## src/rtl/byte_stuffing_frame_decoder_assert.svh

```systemverilog
// Assertion macros for the byte stuffing frame decoder.
`ifndef BYTE_STUFFING_FRAME_DECODER_ASSERT_SVH
`define BYTE_STUFFING_FRAME_DECODER_ASSERT_SVH

// Same-cycle implication, disabled during reset.
`define BSFD_ASSERT_NOW(label, clk, rst, ante, cons) \
   label: assert property (@(posedge clk) disable iff (rst) (ante) |-> (cons)) \
      else $error("bsfd assertion failed");

// Next-cycle implication, disabled during reset.
`define BSFD_ASSERT_NEXT(label, clk, rst, ante, cons) \
   label: assert property (@(posedge clk) disable iff (rst) (ante) |=> (cons)) \
      else $error("bsfd assertion failed");

`endif

```

## src/rtl/bsfd_pkg.sv

```systemverilog
// Package with shared constants of the byte stuffing frame decoder.
package bsfd_pkg;
   localparam int FRAME_BYTES_DEF = 32;
   localparam int BYTE_W = 8;
   localparam int FLEN_W = 6;

   localparam logic [BYTE_W-1:0] FLAG_START = 8'h12;
   localparam logic [BYTE_W-1:0] FLAG_END   = 8'h13;
   localparam logic [BYTE_W-1:0] FLAG_ESC   = 8'h7D;
endpackage

```

## src/rtl/bsfd_req_if.sv

```systemverilog
// Request channel interface: one received stream byte per transaction.
interface bsfd_req_if;
   logic       valid;
   logic       ready;
   logic [7:0] rx_byte;

   modport source (output valid, output rx_byte, input ready);
   modport sink (input valid, input rx_byte, output ready);
endinterface

```

## src/rtl/bsfd_rsp_if.sv

```systemverilog
// Response channel interface: one decoded frame byte per transaction.
interface bsfd_rsp_if;
   logic       valid;
   logic       ready;
   logic [7:0] frame_byte;
   logic       frame_last;
   logic       frame_empty;
   logic [5:0] frame_length;

   modport source (output valid, output frame_byte, output frame_last,
                   output frame_empty, output frame_length, input ready);
   modport sink (input valid, input frame_byte, input frame_last,
                 input frame_empty, input frame_length, output ready);
endinterface

```

## src/rtl/bsfd_ram.sv

```systemverilog
// Generic single-write, single-read RAM with registered read data.
module bsfd_ram #(
   parameter int WIDTH = 8,
   parameter int DEPTH = 64
) (
   input  logic                     clock,
   input  logic                     we,
   input  logic [$clog2(DEPTH)-1:0] waddr,
   input  logic [WIDTH-1:0]         wdata,
   input  logic                     re,
   input  logic [$clog2(DEPTH)-1:0] raddr,
   output logic [WIDTH-1:0]         rdata
);
   logic [WIDTH-1:0] mem [DEPTH];
   logic [WIDTH-1:0] rdata_ff;

   always_ff @(posedge clock) begin
      if (we) begin
         mem[waddr] <= wdata;
      end
      if (re) begin
         rdata_ff <= mem[raddr];
      end
   end

   assign rdata = rdata_ff;
endmodule

```

## src/rtl/bsfd_fifo.sv

```systemverilog
// Two-entry frame descriptor queue between front and back.
module bsfd_fifo #(
   parameter int WIDTH = 7
) (
   input  logic             clock,
   input  logic             reset,
   input  logic             push,
   input  logic [WIDTH-1:0] push_data,
   input  logic             pop,
   output logic [WIDTH-1:0] head,
   output logic             not_empty,
   output logic             full
);
   logic [WIDTH-1:0] entry_ff [2];
   logic             wr_ptr_ff, wr_ptr_in;
   logic             rd_ptr_ff, rd_ptr_in;
   logic [1:0]       count_ff, count_in;

   always_comb begin
      wr_ptr_in = wr_ptr_ff ^ push;
      rd_ptr_in = rd_ptr_ff ^ pop;
      count_in  = count_ff + 2'(push) - 2'(pop);
   end

   always_ff @(posedge clock) begin
      if (reset) begin
         wr_ptr_ff <= 1'b0;
         rd_ptr_ff <= 1'b0;
         count_ff  <= 2'd0;
      end else begin
         wr_ptr_ff <= wr_ptr_in;
         rd_ptr_ff <= rd_ptr_in;
         count_ff  <= count_in;
      end
   end

   always_ff @(posedge clock) begin
      if (push) begin
         entry_ff[wr_ptr_ff] <= push_data;
      end
   end

   assign head      = entry_ff[rd_ptr_ff];
   assign not_empty = (count_ff != 2'd0);
   assign full      = count_ff[1];
endmodule

```

## src/rtl/bsfd_front.sv

```systemverilog
// Front: accepts stream bytes, undoes the stuffing and fills a store bank.
module bsfd_front #(
   parameter int FRAME_BYTES = bsfd_pkg::FRAME_BYTES_DEF
) (
   input  logic clock,
   input  logic reset,
   bsfd_req_if.sink req_ch,
   output logic push,
   output logic [$clog2(FRAME_BYTES+1):0] push_desc,
   input  logic rel_valid,
   input  logic rel_bank,
   output logic we,
   output logic [((FRAME_BYTES > 1) ? $clog2(FRAME_BYTES) : 1):0] waddr,
   output logic [bsfd_pkg::BYTE_W-1:0] wdata
);
   import bsfd_pkg::*;

   localparam int LEN_W = $clog2(FRAME_BYTES + 1);
   localparam int AW    = (FRAME_BYTES > 1) ? $clog2(FRAME_BYTES) : 1;

   localparam logic [1:0] MODE_WAIT = 2'd0;
   localparam logic [1:0] MODE_MSG  = 2'd1;
   localparam logic [1:0] MODE_ESC  = 2'd2;

   logic [1:0]       mode_ff, mode_in;
   logic [LEN_W-1:0] cnt_ff, cnt_in;
   logic             bank_ff, bank_in;
   logic [1:0]       busy_ff, busy_in;
   logic             acc;
   logic [7:0]       b;
   logic             room;
   logic             is_flag;

   assign req_ch.ready = !busy_ff[bank_ff];
   assign acc          = req_ch.valid && req_ch.ready;
   assign b            = req_ch.rx_byte;
   assign room         = (cnt_ff < LEN_W'(FRAME_BYTES));
   assign is_flag      = (b == FLAG_START) || (b == FLAG_END) || (b == FLAG_ESC);

   assign waddr     = {bank_ff, cnt_ff[AW-1:0]};
   assign wdata     = b;
   assign push_desc = {bank_ff, cnt_ff};

   always_comb begin
      mode_in = mode_ff;
      cnt_in  = cnt_ff;
      bank_in = bank_ff;
      push    = 1'b0;
      we      = 1'b0;
      if (acc) begin
         unique case (mode_ff)
            MODE_WAIT: begin
               if (b == FLAG_START) begin
                  cnt_in  = '0;
                  mode_in = MODE_MSG;
               end
            end
            MODE_MSG: begin
               if (b == FLAG_ESC) begin
                  mode_in = MODE_ESC;
               end else if (b == FLAG_END) begin
                  push    = 1'b1;
                  bank_in = !bank_ff;
                  cnt_in  = '0;
                  mode_in = MODE_WAIT;
               end else if (b == FLAG_START) begin
                  cnt_in  = '0;
                  mode_in = MODE_MSG;
               end else if (room) begin
                  we     = 1'b1;
                  cnt_in = cnt_ff + 1'b1;
               end else begin
                  cnt_in  = '0;
                  mode_in = MODE_WAIT;
               end
            end
            MODE_ESC: begin
               if (is_flag && room) begin
                  we      = 1'b1;
                  cnt_in  = cnt_ff + 1'b1;
                  mode_in = MODE_MSG;
               end else begin
                  cnt_in  = '0;
                  mode_in = (b == FLAG_START) ? MODE_MSG : MODE_WAIT;
               end
            end
            default: begin
               cnt_in  = '0;
               mode_in = MODE_WAIT;
            end
         endcase
      end
   end

   always_comb begin
      busy_in = busy_ff;
      if (rel_valid) begin
         busy_in[rel_bank] = 1'b0;
      end
      if (push) begin
         busy_in[bank_ff] = 1'b1;
      end
   end

   always_ff @(posedge clock) begin
      if (reset) begin
         mode_ff <= MODE_WAIT;
         cnt_ff  <= '0;
         bank_ff <= 1'b0;
         busy_ff <= 2'b00;
      end else begin
         mode_ff <= mode_in;
         cnt_ff  <= cnt_in;
         bank_ff <= bank_in;
         busy_ff <= busy_in;
      end
   end
endmodule

```

## src/rtl/bsfd_back.sv

```systemverilog
// Back: drains completed frames from the store onto the response channel.
module bsfd_back #(
   parameter int FRAME_BYTES = bsfd_pkg::FRAME_BYTES_DEF
) (
   input  logic clock,
   input  logic reset,
   bsfd_rsp_if.source rsp_ch,
   input  logic q_valid,
   input  logic [$clog2(FRAME_BYTES+1):0] q_head,
   output logic pop,
   output logic rel_valid,
   output logic rel_bank,
   output logic re,
   output logic [((FRAME_BYTES > 1) ? $clog2(FRAME_BYTES) : 1):0] raddr,
   input  logic [bsfd_pkg::BYTE_W-1:0] rdata
);
   import bsfd_pkg::*;

   localparam int LEN_W = $clog2(FRAME_BYTES + 1);
   localparam int AW    = (FRAME_BYTES > 1) ? $clog2(FRAME_BYTES) : 1;

   localparam logic ST_IDLE = 1'b0;
   localparam logic ST_SHOW = 1'b1;

   logic             state_ff, state_in;
   logic [LEN_W-1:0] idx_ff, idx_in;
   logic             empty_ff, empty_in;
   logic [LEN_W-1:0] len;
   logic             bank;
   logic [LEN_W-1:0] idx_nx;
   logic             last;
   logic             acc;

   assign len    = q_head[LEN_W-1:0];
   assign bank   = q_head[LEN_W];
   assign idx_nx = idx_ff + 1'b1;
   assign last   = empty_ff || (idx_nx == len);
   assign acc    = rsp_ch.valid && rsp_ch.ready;

   assign rsp_ch.valid        = (state_ff == ST_SHOW);
   assign rsp_ch.frame_byte   = empty_ff ? '0 : rdata;
   assign rsp_ch.frame_last   = last;
   assign rsp_ch.frame_empty  = empty_ff;
   assign rsp_ch.frame_length = FLEN_W'(len);

   assign rel_bank = bank;

   always_comb begin
      state_in  = state_ff;
      idx_in    = idx_ff;
      empty_in  = empty_ff;
      pop       = 1'b0;
      rel_valid = 1'b0;
      re        = 1'b0;
      raddr     = {bank, idx_nx[AW-1:0]};
      unique case (state_ff)
         ST_IDLE: begin
            raddr = {bank, {AW{1'b0}}};
            if (q_valid) begin
               state_in = ST_SHOW;
               idx_in   = '0;
               empty_in = (len == '0);
               re       = (len != '0);
            end
         end
         ST_SHOW: begin
            if (acc) begin
               if (last) begin
                  pop       = 1'b1;
                  rel_valid = 1'b1;
                  state_in  = ST_IDLE;
               end else begin
                  re     = 1'b1;
                  idx_in = idx_nx;
               end
            end
         end
         default: begin
            state_in = ST_IDLE;
         end
      endcase
   end

   always_ff @(posedge clock) begin
      if (reset) begin
         state_ff <= ST_IDLE;
         idx_ff   <= '0;
         empty_ff <= 1'b0;
      end else begin
         state_ff <= state_in;
         idx_ff   <= idx_in;
         empty_ff <= empty_in;
      end
   end
endmodule

```

## src/rtl/byte_stuffing_frame_decoder.sv

```systemverilog
// Byte stuffing frame decoder top level.
//
// Takes one stuffed stream byte per cycle on req_ch and returns each completed
// frame on rsp_ch, one decoded byte per cycle while rsp_ch is ready, with the
// last byte marked; an empty frame returns a single transaction marked empty.
// The store holds two banks of FRAME_BYTES bytes: the front fills one bank
// while the back drains the other, and a two-entry descriptor queue sits
// between them. Between frames the back passes through its idle state, where
// it starts the read of the first byte of the frame at the head of the queue,
// before it shows that frame on rsp_ch.
// req_ch stalls only when the bank the front needs next still holds a frame
// that has not been fully delivered.
module byte_stuffing_frame_decoder #(
   parameter int FRAME_BYTES = bsfd_pkg::FRAME_BYTES_DEF
) (
   input  logic clock,
   input  logic reset,
   bsfd_req_if.sink   req_ch,
   bsfd_rsp_if.source rsp_ch
);
   import bsfd_pkg::*;
   `include "byte_stuffing_frame_decoder_assert.svh"

   localparam int LEN_W = $clog2(FRAME_BYTES + 1);
   localparam int AW    = (FRAME_BYTES > 1) ? $clog2(FRAME_BYTES) : 1;

   logic             push;
   logic [LEN_W:0]   push_desc;
   logic [LEN_W:0]   q_head;
   logic             q_valid;
   logic             q_full;
   logic             pop;
   logic             rel_valid;
   logic             rel_bank;
   logic             we;
   logic [AW:0]      waddr;
   logic [BYTE_W-1:0] wdata;
   logic             re;
   logic [AW:0]      raddr;
   logic [BYTE_W-1:0] rdata;

   bsfd_front #(.FRAME_BYTES(FRAME_BYTES)) u_front (
      .clock     (clock),
      .reset     (reset),
      .req_ch    (req_ch),
      .push      (push),
      .push_desc (push_desc),
      .rel_valid (rel_valid),
      .rel_bank  (rel_bank),
      .we        (we),
      .waddr     (waddr),
      .wdata     (wdata)
   );

   bsfd_fifo #(.WIDTH(LEN_W + 1)) u_fifo (
      .clock     (clock),
      .reset     (reset),
      .push      (push),
      .push_data (push_desc),
      .pop       (pop),
      .head      (q_head),
      .not_empty (q_valid),
      .full      (q_full)
   );

   bsfd_ram #(.WIDTH(BYTE_W), .DEPTH(2 ** (AW + 1))) u_ram (
      .clock (clock),
      .we    (we),
      .waddr (waddr),
      .wdata (wdata),
      .re    (re),
      .raddr (raddr),
      .rdata (rdata)
   );

   bsfd_back #(.FRAME_BYTES(FRAME_BYTES)) u_back (
      .clock     (clock),
      .reset     (reset),
      .rsp_ch    (rsp_ch),
      .q_valid   (q_valid),
      .q_head    (q_head),
      .pop       (pop),
      .rel_valid (rel_valid),
      .rel_bank  (rel_bank),
      .re        (re),
      .raddr     (raddr),
      .rdata     (rdata)
   );

   `BSFD_ASSERT_NOW(a_no_push_full, clock, reset, push, !q_full)
   `BSFD_ASSERT_NOW(a_bank_split, clock, reset, we && re, waddr[AW] != raddr[AW])
   `BSFD_ASSERT_NOW(a_pop_nonempty, clock, reset, pop, q_valid)
   `BSFD_ASSERT_NEXT(a_push_fills, clock, reset, push && !pop, q_valid)
endmodule

```

## src/flat_wrapper.sv

```systemverilog
// flat-port wrapper written by rule: the top's interface ports become plain ports
module byte_stuffing_frame_decoder_flat import bsfd_pkg::*;
#(
   parameter int FRAME_BYTES = bsfd_pkg::FRAME_BYTES_DEF
)
  (clock, reset, req_ch_valid, req_ch_rx_byte, req_ch_ready, rsp_ch_valid, rsp_ch_frame_byte, rsp_ch_frame_last, rsp_ch_frame_empty, rsp_ch_frame_length, rsp_ch_ready);
  bsfd_req_if req_ch_i ();
  bsfd_rsp_if rsp_ch_i ();
  input  logic clock;
  input  logic reset;
  input wire logic [$bits(req_ch_i.valid)-1:0] req_ch_valid;
  input wire logic [$bits(req_ch_i.rx_byte)-1:0] req_ch_rx_byte;
  output wire logic [$bits(req_ch_i.ready)-1:0] req_ch_ready;
  output wire logic [$bits(rsp_ch_i.valid)-1:0] rsp_ch_valid;
  output wire logic [$bits(rsp_ch_i.frame_byte)-1:0] rsp_ch_frame_byte;
  output wire logic [$bits(rsp_ch_i.frame_last)-1:0] rsp_ch_frame_last;
  output wire logic [$bits(rsp_ch_i.frame_empty)-1:0] rsp_ch_frame_empty;
  output wire logic [$bits(rsp_ch_i.frame_length)-1:0] rsp_ch_frame_length;
  input wire logic [$bits(rsp_ch_i.ready)-1:0] rsp_ch_ready;
  assign req_ch_i.valid = req_ch_valid;
  assign req_ch_i.rx_byte = req_ch_rx_byte;
  assign req_ch_ready = req_ch_i.ready;
  assign rsp_ch_valid = rsp_ch_i.valid;
  assign rsp_ch_frame_byte = rsp_ch_i.frame_byte;
  assign rsp_ch_frame_last = rsp_ch_i.frame_last;
  assign rsp_ch_frame_empty = rsp_ch_i.frame_empty;
  assign rsp_ch_frame_length = rsp_ch_i.frame_length;
  assign rsp_ch_i.ready = rsp_ch_ready;
  byte_stuffing_frame_decoder #(.FRAME_BYTES(FRAME_BYTES)) u_core (.clock(clock), .reset(reset), .req_ch(req_ch_i), .rsp_ch(rsp_ch_i));
endmodule
```

## config.mk

```make
export PLATFORM = sky130hd
export DESIGN_NAME = byte_stuffing_frame_decoder_flat
export DESIGN_NICKNAME = d
export VERILOG_FILES = /design/src/rtl/bsfd_pkg.sv /design/src/rtl/bsfd_req_if.sv /design/src/rtl/bsfd_rsp_if.sv /design/src/rtl/bsfd_ram.sv /design/src/rtl/bsfd_fifo.sv /design/src/rtl/bsfd_front.sv /design/src/rtl/bsfd_back.sv /design/src/rtl/byte_stuffing_frame_decoder.sv /design/src/flat_wrapper.sv
export VERILOG_INCLUDE_DIRS = /design/src /design/src/rtl
export SDC_FILE = /design/constraint.sdc
export NUM_CORES = 1
export LEC_CHECK = 0
export CELL_PAD_IN_SITES_DETAIL_PLACEMENT = 0
export CELL_PAD_IN_SITES_GLOBAL_PLACEMENT = 1
export CORE_MARGIN = 5
export CORE_UTILIZATION = 50
export CTS_CLUSTER_DIAMETER = 30
export DETAILED_ROUTE_END_ITERATION = 6
export DONT_BUFFER_PORTS = 1
export PLACE_DENSITY_LB_ADDON = 0.1
export SLEW_MARGIN = 30
export SYNTH_ARGS = -nofsm -noshare
export SYNTH_HDL_FRONTEND = slang
export SYNTH_HIERARCHICAL = 1
export SYNTH_SLANG_ARGS = --single-unit
```

## constraint.sdc

```tcl
create_clock -name clock -period 3.1 [get_ports clock]
set_input_delay 0.155 -clock clock [delete_from_list [all_inputs] [get_ports clock]]
set_output_delay 0.155 -clock clock [all_outputs]
set_load 0.005 [all_outputs]
```

==> results.py <==
metrics = {
    "clock_network": {
        "cts_max_level": 3,
        "root_buffer": "clkbuf_16",
        "post_cts_buffers": 0,
        "clk_latency_ps": 630,
        "cts_made_buffers": 116,
        "clkTransAtPathRegs_ps": 50,
        "cts_sinks": 557,
        "clock_path_buffers": 3,
        "cts_tree": "yes",
    },
    "logic_synthesis": {
        "avgSynthCellArea_um2": 19.1,
        "syn_area_um2": 22700,
        "syn-num-nets": 1207,
        "synth_edf_count": 534,
        "ys_seq_area_frac": 0.728,
        "yosys_warnings": 6,
        "syn_inst": 1184,
        "ys.flop_type": "edfxtp_1",
        "ys_seq_elements": 557,
        "synthArstFlopShare": 0,
        "synth_cell_types": 74,
    },
    "global_routing": {
        "top_usage_layer": "met2",
        "grt_use_met1": 0.324,
        "grt_usage": 0.221,
        "grt_antenna_before_repair": 0,
        "grt_pass1_wl_mm": 81.9,
        "grt_max_degree": 68,
        "grt_pass1_vias": 12500,
        "grtUsageMet3": 0.0439,
        "grt_overflow": 0,
        "grtUsageMet2": 0.345,
    },
    "floorplan": {
        "start_util": 0.503,
        "rows": 78,
        "die_area_um2": 49700,
        "coreArea_um2": 45100,
        "fp.dieW_um": 223,
        "io_pins": 30,
        "die_y_um": 223,
    },
    "cells_and_area": {
        "multi_input_area_um2": 5590,
        "n_antenna_cell": 0,
        "regArea_um2": 16500,
        "final_common_cell": "edfxtp_1",
        "fin_util": 0.628,
        "final_cell_mix": "edfxtp_1 (534), mux4_2 (126), buf_4 (121)",
        "num-fill-cells": 3226,
        "nNetsFinal": 1394,
        "finalNonFillerCells": 2074,
        "syn2layout_area_growth_pct": 24.9,
        "fin_area_um2": 28300,
        "layout-drive-gt1-share": 0.334,
    },
    "timing": {
        "setup_slack_ps": 112,
        "hold_viol": 0,
        "clock_skew_ps": 17.5,
        "maxSlewHeadroom": 0.379,
        "post-route-period-util": 0.964,
        "min_period_ps": 2990,
        "tightest_slew_ps": 928,
        "finalSetupTns_ps": 0,
        "rsz0062_at_grt": "no",
        "holdWs_ps": 42.0,
        "max_freq_ghz": 0.335,
        "setup_viol_count_final": 0,
        "maxSlewViolCount": 0,
    },
    "critical_path": {
        "cp_common_cell": "buf_4",
        "crit_path_end_kind": "flip-flop",
        "cpPeakStageDelay_ps": 660,
        "crit_path_start_kind": "flip-flop",
        "path_cells": "buf_4 -> and3_1 -> nand2b_1 -> a21boi_4 -> buf_12 -> mux4_2 -> nor2_1 -> nor4_1 -> nor3_1 -> buf_4 -> o32ai_1",
        "path_max_fanout": 27,
        "worstPathRequired_ps": 3540,
        "critPathSlowestCell": "nor4_1",
        "arrival_ps": 3420,
        "path_class": "reg2reg",
    },
    "power_and_ir_drop": {
        "irDropWorstVdd_v": 0.000440,
        "power.total_mw": 20.4,
        "powerDensity_nw_per_um2": 721,
        "p_leak_nw": 9.18,
    },
    "placement": {
        "dp_cells": 1829,
        "post-place-ws_ps": 157,
        "portBuffers": 0,
        "place_congestion": 0.818,
        "place_area_um2": 24000,
        "place.detailed.hpwl_mm": 33.2,
    },
    "detailed_routing": {
        "ant_nets": 0,
        "vias": 12000,
        "drt_wl_total_mm": 54.7,
        "vias_per_cell": 5.81,
        "drc_errors": 0,
        "routedWlPerCell_um": 26.4,
        "dr.pass1.iters": 5,
        "drt_iter0_markers": 1061,
    },
    "flow_run": {
        "cap_viol_max_count": 0,
    },
    "hold_path": {
        "hp-class": "in2reg",
    },
    "outcome": {
        "status": "complete, no violations",
    },
}
-- where the power goes --
group / total (mW) / internal, mW / switching, mW
registers: 8.26 / 8.26 / 0.0000948
clock network: 12.0 / 8.05 / 3.90
logic: 0.190 / 0.0518 / 0.138
total: 20.4 / 16.4 / 4.04
-- cell families after synthesis --
group / count (synthesis) / synth area share
flip-flops: 557 / 0.728
AND/OR/NAND/NOR: 233 / 0.0518
multiplexers: 171 / 0.146
AO/OA/AOI/OAI: 102 / 0.0361
buffers and inverters: 99 / 0.0271
XOR/XNOR: 11 / 0.00486
adder cells (fa/ha/maj): 11 / 0.00607
-- layer usage --
metal | part of all wire | vias up
met2 | 0.48 | 407
li1 | - | 5233
met4 | 0.017 | 0
met5 | 0 | -
met3 | 0.063 | 66
met1 | 0.44 | 6339
-- registers in the layout, indices dropped and copies added, names as in the netlist --
signal                            count
u_core/u_front/bank_ff                1
u_core/u_fifo/count_ff                2
u_core/u_fifo/wr_ptr_ff               1
u_core/u_front/mode_ff                2
u_core/u_back/rsp_ch.frame_empty      1
u_core/u_ram/mem                    512
u_core/u_ram/rdata                    8
u_core/u_front/busy_ff                2
u_core/u_back/idx_ff                  6
u_core/u_back/rsp_ch.valid            1
u_core/u_front/cnt_ff                 6
u_core/u_fifo/entry_ff               14
u_core/u_fifo/rd_ptr_ff               1
-- worst paths after layout --
kind,from,to,slack (ps),depth (start not counted)
hold / removal,req_ch_rx_byte[1],u_core/u_ram/mem[48][1]$_DFFE_PP_,40,2
hold reg to reg,u_core/u_front/busy_ff[0]$_SDFF_PP0_,u_core/u_front/busy_ff[0]$_SDFF_PP0_,490,2
setup reg to reg,u_core/u_back/idx_ff[0]$_SDFFE_PP0P_,u_core/u_ram/rdata[4]$_DFFE_PP_,110,11
setup / recovery,u_core/u_back/idx_ff[0]$_SDFFE_PP0P_,u_core/u_ram/rdata[4]$_DFFE_PP_,110,11
-- area by class of cell --
| class | count | area share |
|---|---|---|
| Sequential cell | 557 | 0.583 |
| Multi-Input combinational cell | 528 | 0.198 |
| Clock buffer | 137 | 0.108 |
| Timing Repair Buffer | 155 | 0.0545 |
| Clock inverter | 84 | 0.0294 |
| Tap cell | 600 | 0.0265 |
| Inverter | 13 | 0.00172 |
-- cell usage after synthesis, types with 8 or more instances --
cell	instances	area, um^2
buf_2	11	55.1
buf_4	44	330
clkbuf_1	21	78.8
dfxtp_1	23	460
edfxtp_1	534	16000
ha_1	11	138
inv_1	12	45.0
mux2_2	14	158
mux2i_1	24	240
mux4_2	126	2840
nand2_1	29	109
nand2b_1	9	56.3
nand3_1	20	100
nor2_1	95	357
nor2b_1	30	188
nor3_1	11	55.1
o221ai_1	8	70.1
o22ai_1	8	50.1
-- what timing repair did --
item / in CTS / in global routing
endpoints found under the setup margin: 0 / 79
resized for setup: 0 / 3
hold endpoints to repair: 535 / 0
hold buffers: 24 / 0
-- critical path: cells and delay by family (launching register included) --
family | cells | cell delay (ps)
AND/OR/NAND/NOR | 5 | 1170
buffers and inverters | 3 | 560
AO/OA/AOI/OAI | 2 | 430
flip-flops | 1 | 320
multiplexers | 1 | 250
No activity file was read; power rests on OpenSTA's default activity.
